## src/tdt_pkg.sv

```systemverilog
// ----------------------------------------------------------------------------
// tdt_pkg: shared types and constants for the tile dedup table
// Table size, index widths, outcome codes and controller/datapath bundles.
// ----------------------------------------------------------------------------
package tdt_pkg;

  localparam int TABLE_ENTRIES = 256;
  localparam int IDX_W         = $clog2(TABLE_ENTRIES);
  localparam int CNT_W         = $clog2(TABLE_ENTRIES + 1);
  localparam int HALF_W        = 64;
  localparam int SLOT_W        = 8;

  localparam logic [CNT_W-1:0] FULL_COUNT = CNT_W'(TABLE_ENTRIES);

  typedef enum logic [1:0] {
    OUTCOME_FOUND = 2'd0,
    OUTCOME_ADDED = 2'd1,
    OUTCOME_FULL  = 2'd2
  } outcome_t;

  typedef struct packed {
    logic load;
    logic scan;
    logic take_hit;
    logic take_end;
    logic publish;
  } cmd_t;

  typedef struct packed {
    logic hit;
    logic scan_end;
  } status_t;

endpackage

```

## src/tdt_ctrl.sv

```systemverilog
// ----------------------------------------------------------------------------
// tdt_ctrl: lookup controller
// Sequences load, scan and result hand-off; owns the handshake flags.
// ----------------------------------------------------------------------------
module tdt_ctrl (
  input  logic              clk,
  input  logic              rst,
  input  logic              in_valid,
  output logic              in_ready,
  output logic              out_valid,
  input  logic              out_ready,
  input  tdt_pkg::status_t  status,
  output tdt_pkg::cmd_t     cmd
);

  typedef enum logic [2:0] {
    S_IDLE = 3'b001,
    S_SCAN = 3'b010,
    S_DONE = 3'b100
  } state_t;

  state_t state, state_next;
  logic   out_free;

  assign out_free = !out_valid || out_ready;
  assign in_ready = (state == S_IDLE);

  always_comb begin
    state_next   = state;
    cmd          = '0;
    case (state)
      S_IDLE: begin
        if (in_valid) begin
          cmd.load   = 1'b1;
          state_next = S_SCAN;
        end
      end
      S_SCAN: begin
        cmd.scan = 1'b1;
        if (status.hit) begin
          cmd.take_hit = 1'b1;
          state_next   = S_DONE;
        end else if (status.scan_end) begin
          cmd.take_end = 1'b1;
          state_next   = S_DONE;
        end
      end
      S_DONE: begin
        if (out_free) begin
          cmd.publish = 1'b1;
          state_next  = S_IDLE;
        end
      end
      default: state_next = S_IDLE;
    endcase
  end

  always_ff @(posedge clk) begin
    if (rst) begin
      state     <= S_IDLE;
      out_valid <= 1'b0;
    end else begin
      state <= state_next;
      if (cmd.publish) out_valid <= 1'b1;
      else if (out_ready) out_valid <= 1'b0;
    end
  end

endmodule

```

## config.mk

```make
export PLATFORM = sky130hd
export DESIGN_NAME = tdt_ctrl
export DESIGN_NICKNAME = d
export VERILOG_FILES = /design/src/tdt_pkg.sv /design/src/tdt_ctrl.sv
export SDC_FILE = /design/constraint.sdc
export NUM_CORES = 1
export LEC_CHECK = 0
export BUFFER_PORTS_ARGS = -buffer_cell sky130_fd_sc_hd__clkbuf_2
export CORE_AREA = 3 3 40 42
export DETAILED_ROUTE_END_ITERATION = 6
export DIE_AREA = 0 0 43 45
export GPL_TIMING_DRIVEN = 0
export MAX_ROUTING_LAYER = met4
export SLEW_MARGIN = 20
export SYNTH_ARGS = -nofsm -noshare
export SYNTH_HDL_FRONTEND = slang
export SYNTH_SLANG_ARGS = --single-unit
```

## constraint.sdc

```tcl
create_clock -name clk -period 1.3 [get_ports clk]
set_input_delay 0.195 -clock clk [delete_from_list [all_inputs] [get_ports clk]]
set_output_delay 0.195 -clock clk [all_outputs]
set_load 0.05 [all_outputs]
```

==> results by stage <==
Clock network:
- The number of buffers created by CTS is 3.
- Hold repair after CTS inserted 0 buffers.
- After clock tree synthesis, the clock-pin slew on the worst setup and hold paths is about 0.04 ns.
- In this run the clock root is driven by a clkbuf_4.
- The number of H-tree levels is 1.
- For this design, the sink count on the clock tree is 4.
- The clock latency of the later-clocked register in the worst-skew pair is between 0.2 and 0.25 ns.
- The number of buffers between clock root and the deepest sink is 2.
- The CTS tree is yes.

STA:
- In the finished design, the share of the clock period the worst path needs comes to 112%.
- The number of max-slew violations in the final report is 0.
- The worst max-slew margin expressed relative to the limit is about four fifths.
- The post-route minimum period is 1.46 ns.
- Setup violations remaining at the end of the flow were counted as 6.
- The total count of hold-check failures in the final report is 0.
- Between clock sinks in the finished design, the worst skew comes to 0.00319 ns.
- The sum of negative setup slack is -0.507 ns.
- Setup repair after global routing could not meet its margin everywhere.
- The achievable clock frequency is 686 MHz.
- For the pin with the worst max-slew slack, the measured transition is 0.287 ns.
- The final critical-path setup slack is -0.158 ns.

Hold path:
- In this run the most critical hold path is launched from rst.
- For hold timing, the worst endpoint is state[1].
- The worst hold path belongs to the class primary input to flip-flop.
- The worst hold path was traced through 2 stages.

Power:
- The clock network power share is a little under two fifths.
- The switching component of the power is 0.000104 W.
- For this design the static power due to leakage is approximately 0.2 nW.
- IR analysis of the VDD net gives a maximum drop of 0.000350 V.
- The cell-internal power is between 0.0002 and 0.0003 W.
- The power density of the placed cells is 838 mW/mm2.
- The completed layout was analyzed and its total power is 0.000387 W.
- Of the total power, registers draw 36.2%.
- The share of total power dissipated in combinational logic is 26.2%.
- Net switching is 27.0% of the power.

Logic synthesis:
- The count of synthesis-stage warnings from yosys is 0.
- The count of different cell masters after synthesis is 20.
- The top cell type by area accounts for 31.1% of the synthesized area.
- The fraction of registers with async set or reset after synthesis is 0%.
- The dominant cell type by area after synthesis is dfxtp_1.
- The synthesized instance count is 28.
- The cell area after synthesis is 258 um2.
- Counting flops and latches in the post-synthesis netlist gives 4.
- The sequential share of the synthesized area is 31.1%.
- The post-synthesis area per instance is 9.21 um2.
- The count of flip-flops with a built-in enable after synthesis is 0.
- When the netlist entered floorplanning its net count stood at 34.
- The top flip-flop cell by instance count after synthesis is dfxtp_1.
- By area the synthesized netlist is led by dfxtp_1 31%, nor4bb_4 9.7%, nor3b_4 7.3%.
- By count the netlist is led by 4 x dfxtp_1, 4 x nor2_1, 2 x buf_4, 2 x nor3_1.

Job:
- The number of maximum-capacitance constraint violations is 0.

Global routing:
- Entering global routing, the biggest net connects 10 pins.
- The first global-routing pass estimated 841 um of wire.
- The residual overflow from global routing is 0.
- The number of global-route vias before repair is around 250.
- The number of antenna violations at the first check in global routing came to 0.
- The total global routing track utilization is 6.17%.

Drt:
- The number of iterations in the first detailed-routing pass is 2.
- The routed layout has between 200 and 250 vias.
- The wire length per cell after detailed routing is 9.15 um.
- The violation count after the first detailed-route iteration is 6.
- The number of remaining DRC errors is 0.
- The via count normalized by instance count is just over 4.
- The residual antenna-violating net count after detailed routing is 0.
- Wires add up to 558 um.

Placement:
- After detailed placement, the total cell area comes to roughly 350 um2.
- Detailed placement ended at an HPWL of ~420 um.
- During placement, the flow inserted port buffers numbering 12.
- The global placer's final weighted congestion is 0.721.

Worst setup path:
- The setup path with the least slack is of type flip-flop to output port.
- The critical register-to-register path endpoint is state[0].
- The signal on the critical path passes through buf_6 > nor3b_4 > and3b_2 > buf_8.
- The number of cell instances on the worst register-to-register path is 5.
- The count of buffering cells on the critical path with inverters included is 2.
- The required time of the critical path is 1.11 ns.
- The startpoint of the lowest-slack register-to-register path is state[2].
- The critical path's slowest cell is dfxtp_1.
- The reg2reg setup slack is 0.20 ns.
- STA classifies the critical path startpoint as a flip-flop.
- The dominant delay contributor by cell family on the critical path is simple AND/OR/NAND/NOR gates.
- For this run, the slowest stage of the critical path takes 0.30 ns.
- STA puts the critical path data arrival time at ~1.3 ns.
- The element type at the critical path end is an output port.
- In this run the worst path has a maximum fanout of 4.

Floorplan:
- The die covers 0.00194 mm2.
- The cell row count is 13.
- The total core area is 0.00128 mm2.
- The initial utilization of the core area, before any placement, comes to about a fifth.
- The floorplan step set the die height to 45 um.
- The floorplan die width is 43 um.
- Pin placement for this block handled 13 I/O pins.

Final layout:
- The fraction of final layout cells sized beyond drive strength 1 is a little over three fifths.
- At the end of the flow, the number of nets in the layout was 54.
- Summing all non-filler instances in the final layout gives an area of approximately 460 um2.
- The layout overhead on the synthesized area is 79.1%.
- The count of antenna diodes in the layout is 0.

Run status:
- The run finished, with violations left.
- The final reports fail on setup timing.
metrics by stage:
| stage | setup slack (ns) | std cells | hold slack, ns | utilization, % |
|---|---|---|---|---|
| 2_1_floorplan | -0.160 | 28 | 0.267 | - |
| 3_3_place_gp | -0.113 | 55 | 0.416 | 27.1 |
| 3_5_place_dp | -0.121 | 55 | 0.419 | 27.1 |
| 4_1_cts | -0.166 | 59 | 0.173 | 33.6 |
| 5_1_grt | -0.219 | 61 | 0.180 | 35.9 |
| 6_report | -0.158 | 61 | 0.177 | 35.9 |
worst max path at each step:
| stage | slack, ns | depth (start not counted) | to | startpoint |
|---|---|---|---|---|
| CTS | -0.17 | 4 | cmd[1] | state[2] |
| detailed placement | -0.12 | 3 | cmd[1] | state[1] |
| floorplan | -0.16 | 4 | state[0] | state[2] |
| finish | -0.16 | 4 | cmd[1] | state[2] |
| global route | -0.22 | 4 | cmd[1] | state[2] |
| global placement | -0.11 | 3 | cmd[1] | state[1] |
layout by cell type, fill, tap and decap left out, drive strengths merged:
cell type | netlist | routed
nor3 | 2 | 2
a21o | 1 | 1
inv | 1 | 1
and2 | 1 | 1
and3b | 1 | 1
and2b | 1 | 1
o21ai | 1 | 1
a2bb2oi | 1 | 1
nand3 | 1 | 1
nand2 | 1 | 1
nor3b | 2 | 2
buf | 2 | 8
clkbuf | 0 | 12
nor4b | 1 | 1
nor2 | 4 | 4
a31oi | 1 | 1
a21oi | 1 | 1
nor2b | 1 | 1
dfxtp | 4 | 4
nor4bb | 1 | 1
worst register-to-register path: cells and delay by family, from the launching register on:
family	cells	cell delay, ns
flip-flops	1	0.30
buffers and inverters	2	0.27
AND/OR/NAND/NOR	2	0.27
AO/OA/AOI/OAI	1	0.16
cell families after synthesis:
| logic type | after synthesis | share of synthesized area (%) |
|---|---|---|
| buffers and inverters | 3 | 7.28 |
| AND/OR/NAND/NOR | 16 | 49.0 |
| flip-flops | 4 | 31.1 |
| AO/OA/AOI/OAI | 5 | 12.6 |
sequential cells by signal, summed over array words and instances (netlist names):
name       cells
out_valid      1
state          3
final cells by class:
type	count	area [um2]
Buffer	2	18.8
Clock buffer	3	22.5
Fill cell	137	823
Inverter	1	3.75
Multi-Input combinational cell	21	173
Sequential cell	4	85.1
Tap cell	15	18.8
Timing Repair Buffer	15	140
power by group through the flow:
| stage | combinational (W) | clock, W | sequential, W |
|---|---|---|---|
| global placement | 0.0000816 | 0 | 0.000141 |
| CTS | 0.0000948 | 0.000155 | 0.000140 |
| finish | 0.000101 | 0.000145 | 0.000140 |
| detailed placement | 0.0000824 | 0 | 0.000141 |
| global route | 0.000106 | 0.000165 | 0.000140 |
| floorplan | 0.0000614 | 0 | 0.000139 |
metal layers:
layer  up-vias  part of all wire (%)  global-route usage (%)
li1        135                     -                       -
met5         -                     0                       -
met3         0                   3.9                    1.59
met4         0                     0                    5.42
met1       107                    40                    5.29
met2         4                    56                    11.1
what timing repair did:
action	CTS	global route
setup endpoints to repair	6	6
gates resized for setup	13	6
setup buffers	1	2
pin swaps	1	4
Power figures use the tool's default switching activity.
